File: config.mk
export PLATFORM = sky130hd
export DESIGN_NAME = mesh_flood_relay_filter
export DESIGN_NICKNAME = d
export VERILOG_FILES = /design/src/hw/rtl/mfrf_pkg.sv /design/src/hw/rtl/mfrf_ram.sv /design/src/hw/rtl/mesh_flood_relay_filter.sv
export SDC_FILE = /design/constraint.sdc
export NUM_CORES = 1
export LEC_CHECK = 0
export BUFFER_PORTS_ARGS = -buffer_cell sky130_fd_sc_hd__buf_2
export CAP_MARGIN = 5
export CORE_AREA = 5 5 413 415
export DETAILED_ROUTE_END_ITERATION = 10
export DIE_AREA = 0 0 418 420
export PLACE_DENSITY = 0.65
export SETUP_SLACK_MARGIN = 0.02
export SYNTH_ARGS = -nofsm -noshare
export SYNTH_HDL_FRONTEND = slang
export SYNTH_HIERARCHICAL = 1
export SYNTH_SLANG_ARGS = --single-unit
File: constraint.sdc
create_clock -name clk -period 7.14 [get_ports clk]
set_input_delay 0.714 -clock clk [delete_from_list [all_inputs] [get_ports clk]]
set_output_delay 0.714 -clock clk [all_outputs]
set_load 0.02 [all_outputs]
File: src/hw/rtl/mfrf_pkg.sv
// Shared constants, types and state codes of the mesh flood relay filter.
package mfrf_pkg;

	localparam int SEEN_DEPTH = 32;
	localparam int SEEN_AW    = $clog2(SEEN_DEPTH);
	localparam int SEEN_CW    = $clog2(SEEN_DEPTH + 1);

	localparam int NB_DEPTH = 10;
	localparam int NB_AW    = (NB_DEPTH > 1) ? $clog2(NB_DEPTH) : 1;
	localparam int NB_CW    = $clog2(NB_DEPTH + 1);

	localparam int IN_TDATA_W  = 120;
	localparam int OUT_TDATA_W = 24;

	localparam logic [1:0] TYPE_DATA   = 2'd0;
	localparam logic [1:0] TYPE_BEACON = 2'd2;

	localparam logic [15:0] MY_NODE_RESET = 16'd1;

	typedef struct packed {
		logic [31:0]        stamp;
		logic signed [8:0]  strength;
		logic [15:0]        id;
	} nb_entry_t;

	typedef enum logic [4:0] {
		ST_IDLE  = 5'b00001,
		ST_SEEN  = 5'b00010,
		ST_NB    = 5'b00100,
		ST_WRITE = 5'b01000,
		ST_DONE  = 5'b10000
	} state_t;

endpackage

File: src/hw/rtl/mfrf_ram.sv
// Simple dual-port RAM, one write port and one registered read port.
module mfrf_ram #(
	parameter int WIDTH = 32,
	parameter int DEPTH = 32,
	parameter int AW    = 5
) (
	input  logic             clk,
	input  logic             we,
	input  logic [AW-1:0]    waddr,
	input  logic [WIDTH-1:0] wdata,
	input  logic             re,
	input  logic [AW-1:0]    raddr,
	output logic [WIDTH-1:0] rdata
);

	logic [WIDTH-1:0] mem [DEPTH];

	always_ff @(posedge clk) begin
		if (we) begin
			mem[waddr] <= wdata;
		end
	end

	always_ff @(posedge clk) begin
		if (re) begin
			rdata <= mem[raddr];
		end
	end

endmodule

File: src/hw/rtl/mesh_flood_relay_filter.sv
// Mesh flood relay filter: accepts a header word, walks the seen-id ring and the neighbour
// table out of RAM one entry a cycle, then posts one result word.
// A duplicate hit in the ring ends the ring walk and skips the neighbour walk and the update.
// Headers are taken only in idle, after the previous result word is loaded for output, so an
// m_tready stall also holds off the next header.
// Reset clears valid bits, ring pointer, neighbour count and my_node (to 1); RAM is not cleared.
module mesh_flood_relay_filter (
	input  logic                              clk,
	input  logic                              arst_n,
	input  logic                              cfg_we,
	input  logic [15:0]                       cfg_wdata,
	input  logic                              s_tvalid,
	output logic                              s_tready,
	// pkt_id[31:0], src_node[47:32], dst_broadcast[48], dst_node[64:49],
	// hops_left[72:65], signal_dbm[81:73], now_ms[113:82], zero fill
	input  logic [mfrf_pkg::IN_TDATA_W-1:0]   s_tdata,
	// pkt_type[1:0]
	input  logic [1:0]                        s_tuser,
	output logic                              m_tvalid,
	input  logic                              m_tready,
	// duplicate[0], deliver[1], relay[2], relay_hops[10:3], neighbour_slot[14:11],
	// neighbour_new[15], neighbour_dropped[16], zero fill
	output logic [mfrf_pkg::OUT_TDATA_W-1:0]  m_tdata
);

	mfrf_pkg::state_t state_q;

	logic [15:0]       my_node_q;

	logic [31:0]       id_q;
	logic [15:0]       src_q;
	logic              bcast_q;
	logic [15:0]       dst_q;
	logic [1:0]        type_q;
	logic [7:0]        hops_q;
	logic signed [8:0] sig_q;
	logic [31:0]       now_q;

	// seen ring
	logic [mfrf_pkg::SEEN_DEPTH-1:0] seen_valid_q;
	logic [mfrf_pkg::SEEN_AW-1:0]    seen_ptr_q;
	logic [mfrf_pkg::SEEN_CW-1:0]    scnt_q;
	logic                            s_cmp_s1;
	logic [mfrf_pkg::SEEN_AW-1:0]    s_idx_s1;
	logic                            seen_re;
	logic                            seen_we;
	logic [31:0]                     seen_rdata;
	logic                            seen_hit;
	logic                            seen_end;

	// neighbour table
	logic [mfrf_pkg::NB_CW-1:0]      nb_total_q;
	logic [mfrf_pkg::NB_CW-1:0]      ncnt_q;
	logic                            n_cmp_s1;
	logic [mfrf_pkg::NB_AW-1:0]      n_idx_s1;
	logic                            found_q;
	logic [mfrf_pkg::NB_AW-1:0]      found_slot_q;
	logic                            nb_re;
	logic                            nb_we;
	logic [mfrf_pkg::NB_AW-1:0]      nb_waddr;
	mfrf_pkg::nb_entry_t             nb_wdata;
	mfrf_pkg::nb_entry_t             nb_rdata;
	logic                            nb_hit;
	logic                            nb_end;
	logic                            nb_room;

	// result
	logic       dup_q;
	logic       deliver_q;
	logic       relay_q;
	logic [7:0] rhops_q;
	logic [3:0] slot_q;
	logic       new_q;
	logic       dropped_q;

	logic                              m_tvalid_q;
	logic [mfrf_pkg::OUT_TDATA_W-1:0]  m_tdata_q;
	logic                              out_load;

	assign s_tready = (state_q == mfrf_pkg::ST_IDLE);
	assign m_tvalid = m_tvalid_q;
	assign m_tdata  = m_tdata_q;

	assign seen_re  = (state_q == mfrf_pkg::ST_SEEN) &&
	                  (scnt_q < mfrf_pkg::SEEN_CW'(mfrf_pkg::SEEN_DEPTH));
	assign seen_hit = (state_q == mfrf_pkg::ST_SEEN) && s_cmp_s1 &&
	                  seen_valid_q[s_idx_s1] && (seen_rdata == id_q);
	assign seen_end = (state_q == mfrf_pkg::ST_SEEN) && !s_cmp_s1 &&
	                  (scnt_q == mfrf_pkg::SEEN_CW'(mfrf_pkg::SEEN_DEPTH));
	assign seen_we  = seen_end;

	assign nb_re   = (state_q == mfrf_pkg::ST_NB) && (ncnt_q < nb_total_q);
	assign nb_hit  = (state_q == mfrf_pkg::ST_NB) && n_cmp_s1 && (nb_rdata.id == src_q);
	assign nb_end  = (state_q == mfrf_pkg::ST_NB) && !n_cmp_s1 && (ncnt_q == nb_total_q);
	assign nb_room = (nb_total_q < mfrf_pkg::NB_CW'(mfrf_pkg::NB_DEPTH));

	// refresh a known source or append a new one
	assign nb_we    = (state_q == mfrf_pkg::ST_WRITE) && (found_q || nb_room);
	assign nb_waddr = found_q ? found_slot_q : nb_total_q[mfrf_pkg::NB_AW-1:0];

	always_comb begin
		nb_wdata          = '0;
		nb_wdata.stamp    = now_q;
		nb_wdata.strength = sig_q;
		nb_wdata.id       = src_q;
	end

	assign out_load = (state_q == mfrf_pkg::ST_DONE) && (!m_tvalid_q || m_tready);

	mfrf_ram #(
		.WIDTH (32),
		.DEPTH (mfrf_pkg::SEEN_DEPTH),
		.AW    (mfrf_pkg::SEEN_AW)
	) u_seen_ram (
		.clk   (clk),
		.we    (seen_we),
		.waddr (seen_ptr_q),
		.wdata (id_q),
		.re    (seen_re),
		.raddr (scnt_q[mfrf_pkg::SEEN_AW-1:0]),
		.rdata (seen_rdata)
	);

	mfrf_ram #(
		.WIDTH ($bits(mfrf_pkg::nb_entry_t)),
		.DEPTH (mfrf_pkg::NB_DEPTH),
		.AW    (mfrf_pkg::NB_AW)
	) u_nb_ram (
		.clk   (clk),
		.we    (nb_we),
		.waddr (nb_waddr),
		.wdata (nb_wdata),
		.re    (nb_re),
		.raddr (ncnt_q[mfrf_pkg::NB_AW-1:0]),
		.rdata (nb_rdata)
	);

	always_ff @(posedge clk or negedge arst_n) begin
		if (!arst_n) begin
			my_node_q <= mfrf_pkg::MY_NODE_RESET;
		end else if (cfg_we) begin
			my_node_q <= cfg_wdata;
		end
	end

	// header capture
	always_ff @(posedge clk) begin
		if (s_tvalid && s_tready) begin
			id_q    <= s_tdata[31:0];
			src_q   <= s_tdata[47:32];
			bcast_q <= s_tdata[48];
			dst_q   <= s_tdata[64:49];
			hops_q  <= s_tdata[72:65];
			sig_q   <= s_tdata[81:73];
			now_q   <= s_tdata[113:82];
			type_q  <= s_tuser;
		end
	end

	always_ff @(posedge clk or negedge arst_n) begin
		if (!arst_n) begin
			state_q      <= mfrf_pkg::ST_IDLE;
			seen_valid_q <= '0;
			seen_ptr_q   <= '0;
			scnt_q       <= '0;
			s_cmp_s1     <= 1'b0;
			nb_total_q   <= '0;
			ncnt_q       <= '0;
			n_cmp_s1     <= 1'b0;
			found_q      <= 1'b0;
		end else begin
			s_cmp_s1 <= seen_re;
			n_cmp_s1 <= nb_re;
			unique case (state_q)
				mfrf_pkg::ST_IDLE: begin
					scnt_q  <= '0;
					ncnt_q  <= '0;
					found_q <= 1'b0;
					if (s_tvalid) begin
						state_q <= mfrf_pkg::ST_SEEN;
					end
				end
				mfrf_pkg::ST_SEEN: begin
					if (seen_re) begin
						scnt_q <= scnt_q + 1'b1;
					end
					if (seen_hit) begin
						state_q <= mfrf_pkg::ST_DONE;
					end else if (seen_end) begin
						seen_valid_q[seen_ptr_q] <= 1'b1;
						if (seen_ptr_q == mfrf_pkg::SEEN_AW'(mfrf_pkg::SEEN_DEPTH - 1)) begin
							seen_ptr_q <= '0;
						end else begin
							seen_ptr_q <= seen_ptr_q + 1'b1;
						end
						state_q <= mfrf_pkg::ST_NB;
					end
				end
				mfrf_pkg::ST_NB: begin
					if (nb_re) begin
						ncnt_q <= ncnt_q + 1'b1;
					end
					if (nb_hit) begin
						found_q <= 1'b1;
						state_q <= mfrf_pkg::ST_WRITE;
					end else if (nb_end) begin
						state_q <= mfrf_pkg::ST_WRITE;
					end
				end
				mfrf_pkg::ST_WRITE: begin
					if (!found_q && nb_room) begin
						nb_total_q <= nb_total_q + 1'b1;
					end
					state_q <= mfrf_pkg::ST_DONE;
				end
				mfrf_pkg::ST_DONE: begin
					if (out_load) begin
						state_q <= mfrf_pkg::ST_IDLE;
					end
				end
				default: begin
					state_q <= mfrf_pkg::ST_IDLE;
				end
			endcase
		end
	end

	// compare index tracks the read issued in the previous cycle
	always_ff @(posedge clk) begin
		s_idx_s1 <= scnt_q[mfrf_pkg::SEEN_AW-1:0];
		n_idx_s1 <= ncnt_q[mfrf_pkg::NB_AW-1:0];
		if (nb_hit) begin
			found_slot_q <= n_idx_s1;
		end
	end

	always_ff @(posedge clk) begin
		unique case (state_q)
			mfrf_pkg::ST_IDLE: begin
				dup_q     <= 1'b0;
				deliver_q <= 1'b0;
				relay_q   <= 1'b0;
				rhops_q   <= '0;
				slot_q    <= '0;
				new_q     <= 1'b0;
				dropped_q <= 1'b0;
			end
			mfrf_pkg::ST_SEEN: begin
				if (seen_hit) begin
					dup_q <= 1'b1;
				end
			end
			mfrf_pkg::ST_WRITE: begin
				if (found_q) begin
					slot_q <= 4'(found_slot_q);
				end else if (nb_room) begin
					slot_q <= 4'(nb_total_q);
					new_q  <= 1'b1;
				end else begin
					dropped_q <= 1'b1;
				end
				if (type_q != mfrf_pkg::TYPE_BEACON) begin
					deliver_q <= (type_q == mfrf_pkg::TYPE_DATA) &&
					             (bcast_q || (dst_q == my_node_q));
					if (bcast_q && (hops_q > 8'd1)) begin
						relay_q <= 1'b1;
						rhops_q <= hops_q - 8'd1;
					end
				end
			end
			mfrf_pkg::ST_NB, mfrf_pkg::ST_DONE: begin
			end
			default: begin
			end
		endcase
	end

	always_ff @(posedge clk or negedge arst_n) begin
		if (!arst_n) begin
			m_tvalid_q <= 1'b0;
		end else if (out_load) begin
			m_tvalid_q <= 1'b1;
		end else if (m_tready) begin
			m_tvalid_q <= 1'b0;
		end
	end

	always_ff @(posedge clk) begin
		if (out_load) begin
			m_tdata_q <= {7'd0, dropped_q, new_q, slot_q, rhops_q, relay_q, deliver_q, dup_q};
		end
	end

endmodule

# After elaboration in Yosys (flattened, before gate mapping)
# Memory sizes are Yosys's and may differ from the RTL's. A register that Yosys moved wholly into a read port is not among the register bits.
# Index checks and enable logic that the tools add are counted.
[classes] add_sub_neg=5 magnitude_cmp=7 n_eq_ne=26 mux=44 n_bitwise=2 n_reduce_logical=42
[ops] operator="5-bit 2-to-1 mux" count=7
[ops] operator="16-bit == test" count=2
[ops] operator="32-bit == test" count=1
[ops] operator="32-bit OR" count=1
[ops] operator="5-bit case mux with 5 select lines" count=1
[ops] operator="2-bit != test, second input constant" count=10
[ops] operator="1-bit logical AND" count=18
[ops] operator="1-bit 2-to-1 mux" count=17
[ops] operator="4-bit 2-to-1 mux" count=4
[ops] operator="8-bit 2-to-1 mux" count=2
[ops] operator="4-bit case mux with 2 select lines" count=2
[ops] operator="8-bit case mux with 2 select lines" count=1
[ops] operator="2-bit AND reduction" count=7
[ops] operator="5-bit by 6-bit < comparator with 1-bit output, second input constant" count=2
[ops] operator="1-bit case mux with 2 select lines" count=6
[ops] operator="6-bit case mux with 2 select lines" count=1
[ops] operator="3-bit AND reduction" count=4
[ops] operator="5-bit == test, second input constant" count=2
[ops] operator="3-bit != test, second input constant" count=3
[ops] operator="4-bit by 1-bit adder with 4-bit output, second input constant" count=2
[ops] operator="8-bit by 1-bit greater-than comparator with 1-bit output, second input constant" count=1
[ops] operator="2-bit nonzero test" count=4
[ops] operator="8-bit by 1-bit subtractor with 8-bit output, second input constant" count=1
[ops] operator="6-bit by 1-bit adder with 6-bit output, second input constant" count=1
[ops] operator="other kinds (20)" count=26
[totals] register_bits=239 ramBits=1594 inputBits=143 out_inout_bits=26 wordCells=158 n_memories=2
[mem_list] name="u_seen_ram.mem" words=32 word_bits=32 rd=1 rd_clocked_by_memory_dff=1 wr=1 line="mfrf_ram.sv:16" source="logic [WIDTH-1:0] mem [DEPTH];"
[mem_list] name="u_nb_ram.mem" words=10 word_bits=57 rd=1 rd_clocked_by_memory_dff=1 wr=1 line="mfrf_ram.sv:16"

# Longest topological paths before layout
# Gate-level depths: netlist of the first run.
[logic_depth] word_depth=6 ltp_mapped=8 depth_no_buf=8

# Cells and area by module
# Netlist of the first run, hierarchy kept.
[modules_own_cells] mod="mfrf_ram at u_seen_ram" n_inst=1 cells_per_inst=2260 area_per_inst_um2=40815.4 seq_area_each_um2=31710.4
[modules_own_cells] mod="mfrf_ram at u_nb_ram" n_inst=1 cells_per_inst=1229 area_per_inst_um2=24156.9 seq_area_each_um2=18828.1
[modules_own_cells] mod="mesh_flood_relay_filter" n_inst=1 cells_per_inst=602 area_per_inst_um2=9354.0 seq_area_each_um2=6708.9

# Worst setup path after synthesis of the first run
# OpenSTA, ideal clock, no wires.
[synth_timing] path_kind="register to register" startpoint="register state_q[4]" endpoint="memory u_nb_ram/mem[0][0] in the netlist's numbering, enable pin" setup_ns=0.542 t_arrival_ns=5.463 required_time_ns=6.598 path_slack_ns=1.135 stages_incl_launch_ff=7 path_buffers=1 synth_period_minus_slack_ns=6.005 cell_sequence="dfrtp_1 -> nor2_1 -> nand3_1 -> clkbuf_1 -> a21oi_1 -> or3b_2 -> nor3_1"
[synth_between] elab_chain_len=4
[synth_rtl] item="start: declaration" line="mesh_flood_relay_filter.sv:26" source="mfrf_pkg::state_t state_q;"
[synth_rtl] item="start signal: assignment" line="mesh_flood_relay_filter.sv:162" source="state_q <= mfrf_pkg::ST_IDLE;"
[synth_rtl] item="start signal: assignment" line="mesh_flood_relay_filter.sv:180" source="state_q <= mfrf_pkg::ST_SEEN;"
[synth_rtl] item="start signal: assignment" line="mesh_flood_relay_filter.sv:188" source="state_q <= mfrf_pkg::ST_DONE;"
[synth_rtl] item="5-bit by 4-bit == test with 1-bit output" line="mesh_flood_relay_filter.sv:98" source="assign nb_we = (state_q == mfrf_pkg::ST_WRITE) && (found_q || nb_room);"
[synth_rtl] item="1-bit logical AND" line="mesh_flood_relay_filter.sv:98"
[synth_rtl] item="named net nb_we" line="mesh_flood_relay_filter.sv:59" source="logic nb_we;"
[synth_rtl] item="1-bit 2-to-1 mux" line="mfrf_ram.sv:19" source="if (we) begin"
[synth_rtl] item="1-bit 2-to-1 mux (not written as such)" line="mfrf_ram.sv:20" source="mem[waddr] <= wdata;"
[synth_rtl] item="end: declaration" line="mfrf_ram.sv:16"
# The timed path passes the listed nets, and every way through them passes these cells.

# Worst setup path after layout of the first run
[layout_timing] startpoint="register scnt_q[0] in the netlist's numbering" endpoint="memory u_seen_ram.mem[12][25], in the netlist u_seen_ram/mem[6][25], enable pin"
[layout_between] elab_chain_len=4
[layout_rtl] item="start: declaration" line="mesh_flood_relay_filter.sv:42" source="logic [mfrf_pkg::SEEN_CW-1:0] scnt_q;"
[layout_rtl] item="start signal: assignment" line="mesh_flood_relay_filter.sv:185" source="scnt_q <= scnt_q + 1'b1;"
[layout_rtl] item="6-bit == test" line="mesh_flood_relay_filter.sv:89" source="(scnt_q == mfrf_pkg::SEEN_CW'(mfrf_pkg::SEEN_DEPTH));"
[layout_rtl] item="1-bit logical AND" line="mesh_flood_relay_filter.sv:88" source="assign seen_end = (state_q == mfrf_pkg::ST_SEEN) && !s_cmp_s1 &&"
[layout_rtl] item="1-bit 2-to-1 mux" line="mfrf_ram.sv:19"
[layout_rtl] item="1-bit 2-to-1 mux (not written as such)" line="mfrf_ram.sv:20"
[layout_rtl] item="end: declaration" line="mfrf_ram.sv:16"
# No other way between the ends.

==> metrics.yaml, run 1 <==
critical_path.slowest_cell: "nor2_4"
setup.worst_path.end_class: "flop"
dp_slack_ps: 2900
wl_per_cell_um: 22.4
startpoint_type: "flop"
cap_viol_max_count: 0
die_h_um: 420
netlist_area_um2: 55900
cts_resized: 0
drive_above_1_share_pct: 15.4
cts_setup_buffers: 0
wl_um: 127000
setup_violations: 0
slowest_delay_ps: 1110
power_leakage_nw: 20.4
final_cells: 5692
hold_buffers: 0
fin_setup_tns_ps: 0
cp_num_buf_inv: 2
yosys_warnings: 6
first_iter_violations: 2135
hold_viol: 0
max-slew-margin-rel_pct: 21.1
arrival_ps: 4640
fin_ws_ps: 2900
worstPathCellList: "inv_1 -> ha_1 -> and3_1 -> and2_2 -> nand3b_1 -> nor2_4 -> buf_4"
min_period_ps: 4240
clock_skew_ps: 47.2
clk_latency_ps: 770
first_pass_iters: 5
hold_slack_ps: 78.8
rows: 150
total_power_mw: 19.8
root_buffer: "clkbuf_16"
path_class: "flop to flop"
synth_area_per_cell_um2: 17.5
worst_slew_pin_slew_ps: 1180
path_max_fanout: 42
dr_total_vias: 28800
post-route-period-util_pct: 59.4
dp_hpwl_um: 65900
ant_nets: 0
hp-class: "primary input to asynchronous set/reset pin"
grt_pass1_wl_um: 188000
start_util_pct: 33.6
routabilityCongestion: 0.741
antenna_found_initial: 6
cts.path.max_buffers: 3
power_density_nw_per_um2: 311
dp_cells: 5430
grt_setup_unrepaired: "false"
area_growth_pct: 14.1
die_w_um: 418
fmaxAchievable_ghz: 0.236
grt_usage_pct: 14.2
status: "complete, no violations"
path_clk_slew_ps: 60
grt_remaining_overflow: 0
grt_pass1_vias: 29000
drv_slew: 0
cts_tree: "built"
grt_max_degree: 129
synthCells: 3199
boundaryPins: 169
numCtsBuffers: 144
routed_via_density: 5.06
r2r_setup_slack_ps: 2900
dieArea_um2: 176000
drc: 0
crit_required_ps: 7540
vdd_drop_max_uv: 239
fin_nets: 3530
io_buffers: 114
htree_levels: 4
critical-path-top-delay-family: "simple AND/OR/NAND/NOR gates"
clock-sinks: 1430
coreArea_um2: 166000
## path summary, 6_finish.rpt
kind / cells after the start / endpoint / start
max: 7 / u_seen_ram/mem[6][25]$_DFFE_PP_ / scnt_q[0]$_DFFE_PN0P_
max reg2reg: 7 / u_seen_ram/mem[6][25]$_DFFE_PP_ / scnt_q[0]$_DFFE_PN0P_
min: 1 / my_node_q[1]$_DFFE_PN0P_ / arst_n
min in group clk: 1 / src_q[12]$_DFFE_PP_ / s_tdata[44]
min reg2reg: 0 / found_slot_q[1]$_DFFE_PP_ / n_idx_s1[1]$_DFF_P_
max in group asynchronous: 1 / ncnt_q[0]$_DFFE_PN0P_ / arst_n
## sequential cells by signal (all words and copies together) (netlist names), 6 cells and up
signal / count
dst_q: 16
hops_q: 8
id_q: 32
m_tdata: 17
my_node_q: 16
rhops_q: 8
scnt_q: 6
seen_valid_q: 32
src_q: 16
u_nb_ram/mem: 160
u_nb_ram/rdata: 16
u_seen_ram/mem: 1024
u_seen_ram/rdata: 32
## layout by cell type (no fill, tap or decap), types with 9 or more instances in the layout
cell type,count
xnor2_1,46
nand3b_1,12
nor3_1,36
xor2_1,30
dfxtp_1,9
clkbuf_1,34
clkbuf_16,145
edfxtp_1,1345
clkinv_1,30
a22oi_1,97
clkinv_2,18
mux2i_1,555
a31oi_1,34
nor4_1,12
nand4_1,15
dfrtp_1,72
ha_1,15
buf_2,113
nand2_1,142
buf_4,87
inv_1,14
a22o_1,80
o21bai_1,32
nand3_1,109
nor2_4,34
mux2_2,66
a21oi_1,101
nor2_1,39
o31ai_1,17
o22ai_1,18
## per-stage QoR
step	area (um2)	util, %
finish	63800	38.3
detailed placement	59200	35.6
floorplan	55900	-
CTS	63800	38.3
global route	63800	38.3
global placement	59200	35.6
## routing by layer
| layer | share of wire, % | track usage, % | vias up |
|---|---|---|---|
| met1 | 42 | 18.5 | 14900 |
| met2 | 50 | 24.2 | 819 |
| met3 | 5.4 | 2.64 | 221 |
| li1 | - | - | 12900 |
| met5 | 0 | 0 | - |
| met4 | 2.9 | 4.62 | 0 |
## layout make-up
type                       count  area (um2)
timing repair buffer         207        1360
fill                       15100      103000
inverter                      15        56.3
multi-input combinational   1574       12500
tap                         2204        2760
antenna                        3        7.51
sequential                  1430       42500
clock inverter                79         812
clock buffer                 180        3770
## power by group
part           switching [mW]  leakage [nW]  internal (mW)
Clock                    3.22          2.21           4.04
Sequential              0.226          13.2           9.72
Combinational            1.61          4.97          0.989
Total                    5.05          20.4           14.7
Note: power is estimated with default switching activity, not from simulation.
==> run 2: changes to the inputs <==
Settings changed: ABC_AREA set to 1, CORE_AREA 5 5 413 415 to 5 5 424 426, DIE_AREA 0 0 418 420 to 0 0 429 431.
Clock period 7.14 ns to 3.95 ns, I/O delays scaled along.
==> run 2 against run 1 <==
Effect of this change:
- clock power is 80% higher
- synthesized cell count rose by 57%
- area after synthesis up 5.3%
- largest cell class unchanged
- non-clock buffer count increased by 144
- final area grew 5.9%
- power rose by 99%
- sequential cell count is the same
- combinational power grew to 3.2 times the previous value
- clock-buffer cell count decreased by 6
==> metrics.yaml, run 2 <==
status: "complete, no violations"  # unchanged
r2r_setup_slack_ps: 650  # was 2900 ps
path_max_fanout: 21  # was 42
htree_levels: 4  # unchanged
reg2reg_depth: 10  # was 7
dp_hpwl_um: 79400  # was 65,900 um
dieArea_um2: 185000  # was 176,000 um2
grt_pass1_wl_um: 225000  # was 188,000 um
seqPwrFrac_pct: 45.7  # was 50.2%
wl_um: 150000  # was 127,000 um
critical_path.slowest_cell: "nor2_4"  # unchanged
grt_remaining_overflow: 0  # unchanged
clock_skew_ps: 34.4  # was 47.2 ps
fin_setup_tns_ps: 0  # unchanged
drive_above_1_share_pct: 10.5  # was 15.4%
cts_resized: 0  # unchanged
yosys_warnings: 6  # unchanged
first_pass_iters: 8  # was 5
coreArea_um2: 175000  # was 166,000 um2
cp_num_buf_inv: 4  # was 2
multi_input_area_um2: 13800  # was 12,500 um2
cts.path.max_buffers: 3  # unchanged
boundaryPins: 169  # unchanged
power_leakage_nw: 25.1  # was 20.4 nW
die_h_um: 431  # was 420 um
cap_viol_max_count: 0  # unchanged
comb_power_share_pct: 21.0  # was 13.1%
place_area_um2: 62100  # was 59,200 um2
netlist_area_um2: 58800  # was 55,900 um2
startpoint_type: "flop"  # unchanged
crit_required_ps: 4410  # was 7540 ps
layout_commonest_cell: "nand2_1"  # was edfxtp_1
setup_violations: 0  # unchanged
wl_per_cell_um: 19.5  # was 22.4 um
largest_register_ffs: 1024  # unchanged
start_util_pct: 33.6  # about the same
max-slew-margin-rel_pct: 7.35  # was 21.1%
drv_slew: 0  # unchanged
first_iter_violations: 3673  # was 2,135
grt_setup_unrepaired: "false"  # unchanged
rr_startpoint: "scnt_q[0]$_DFFE_PN0P_"  # unchanged
layout_common_cells: "nand2_1, edfxtp_1, nand3_1"  # was edfxtp_1, mux2i_1, clkbuf_16
routed_via_density: 4.95  # was 5.06
grt_max_degree: 155  # was 129
power_density_nw_per_um2: 584  # was 311 nW/um2
hold_buffers: 94  # was 0
routabilityCongestion: 0.808  # was 0.741
holdPathEnd: "my_node_q[6]$_DFFE_PN0P_"
fin_area_um2: 67500  # was 63,800 um2
worstHoldStart: "cfg_we"
hp-class: "primary input to flop"  # was primary input to asynchronous set/reset pin
synthCells: 5038  # was 3,199
reg_top3: "u_seen_ram/mem x1024, u_nb_ram/mem x160"  # unchanged
min_path_cells: 2
clock-sinks: 1430  # unchanged
setup.worst_path.end_class: "flop"  # unchanged
clk_latency_ps: 770  # about the same
fmaxAchievable_ghz: 0.303  # was 0.236 GHz
seq_area_um2: 42500  # about the same
io_buffers: 114  # unchanged
r2r-end: "u_seen_ram/mem[2][15]$_DFFE_PP_"  # was u_seen_ram/mem[6][25]$_DFFE_PP_
min_period_ps: 3300  # was 4240 ps
switching_share_pct: 30.5  # was 25.5%
fin_nets: 5407  # was 3,530
pwr-share-clk_pct: 33.3  # was 36.6%
dr_total_vias: 38200  # was 28,800
critical-path-top-delay-family: "simple AND/OR/NAND/NOR gates"  # unchanged
area_growth_pct: 14.8  # was 14.1%
grt_usage_pct: 15.7  # was 14.2%
cts_tree: "built"  # unchanged
path_clk_slew_ps: 60  # about the same
path_class: "flop to flop"  # unchanged
grt_pass1_vias: 36900  # was 29,000
arrival_ps: 3760  # was 4640 ps
fin_util_pct: 38.5  # was 38.3%
worst_slew_pin_slew_ps: 1380  # was 1180 ps
synth_area_per_cell_um2: 11.7  # was 17.5 um2
power.internal_mw: 27.4  # was 14.7 mW
antenna_found_initial: 5  # was 6
post-route-period-util_pct: 83.6  # was 59.4%
cts_setup_buffers: 0  # unchanged
rows: 154  # was 150
p_sw_mw: 12.0  # was 5.05 mW
n_fill_cell: 16500  # was 15,100
top_register: "u_seen_ram/mem"  # unchanged
root_buffer: "clkbuf_16"  # unchanged
drc: 0  # unchanged
die_w_um: 429  # was 418 um
ant_nets: 0  # unchanged
startpoint: "scnt_q[0]$_DFFE_PN0P_"  # unchanged
hold_viol: 0  # unchanged
slowest_delay_ps: 630  # was 1110 ps
worstPathCellList: "inv_1 -> ha_1 -> nand4_1 -> nor3_1 -> nand2_2 -> inv_2 -> nand3_1 -> buf_4 -> nor2_4 -> buf_12"  # was inv_1 -> ha_1 -> and3_1 -> and2_2 -> nand3b_1 -> nor2_4 -> buf_4
numCtsBuffers: 143  # was 144
vdd_drop_max_uv: 461  # was 239 uV
## run 2: worst max path at each step
stage                                            endpoint  slack, ps  cells past startpoint
final                     u_seen_ram/mem[2][15]$_DFFE_PP_        650                     10
after global routing      u_seen_ram/mem[2][15]$_DFFE_PP_        550                     10
after CTS                 u_seen_ram/mem[2][15]$_DFFE_PP_        660                     10
after detailed placement  u_seen_ram/mem[2][28]$_DFFE_PP_        690                     10
after global placement    u_seen_ram/mem[1][24]$_DFFE_PP_        710                     10
after floorplan           u_seen_ram/mem[23][0]$_DFFE_PP_        500                      9
## run 2: worst reg2reg max path: cells and delay by family, from the launching register on
family | cells | cell delay, ps
simple gates | 5 | 1430
flops | 1 | 480
fa+ha+maj | 1 | 170
buf+inv | 4 | 920
## run 2: per-layer routing
metal | global-route usage (%) | wire [um]
met1 | 19.8 | 59600
met2 | 27.4 | 74500
met3 | 2.46 | 10500
met4 | 6.20 | 5720
met5 | 0 | 0
## run 2: cell type report
class | instances | share of cell area [%]
inverters | 243 | 1.40
clock buffers | 174 | 5.52
well taps | 2340 | 4.34
clock inverters | 80 | 1.14
multi-input cells | 3080 | 20.4
diodes | 4 | 0.0148
repair buffers | 351 | 4.28
flip-flops and latches | 1430 | 62.9
## run 2: through the flow
| step | cells | setup slack, ps | power [mW] | hold WS (ps) |
|---|---|---|---|---|
| CTS | 7698 | 661 | 39.6 | 100 |
| floorplan | 5044 | 498 | 24.5 | 99.4 |
| global route | 7701 | 546 | 41.3 | 146 |
| finish | 7702 | 649 | 39.4 | 173 |
| global placement | 7350 | 707 | 26.3 | 387 |
| detailed placement | 7350 | 690 | 26.5 | 389 |
## run 2: power groups by stage
stage | Combinational (mW) | Clock, mW | Sequential (mW)
finish | 8.28 | 13.1 | 18.0
global route | 9.23 | 14.0 | 18.0
CTS | 8.25 | 13.4 | 18.0
detailed placement | 8.14 | 0 | 18.3
global placement | 8.04 | 0 | 18.3
floorplan | 6.16 | 0 | 18.3
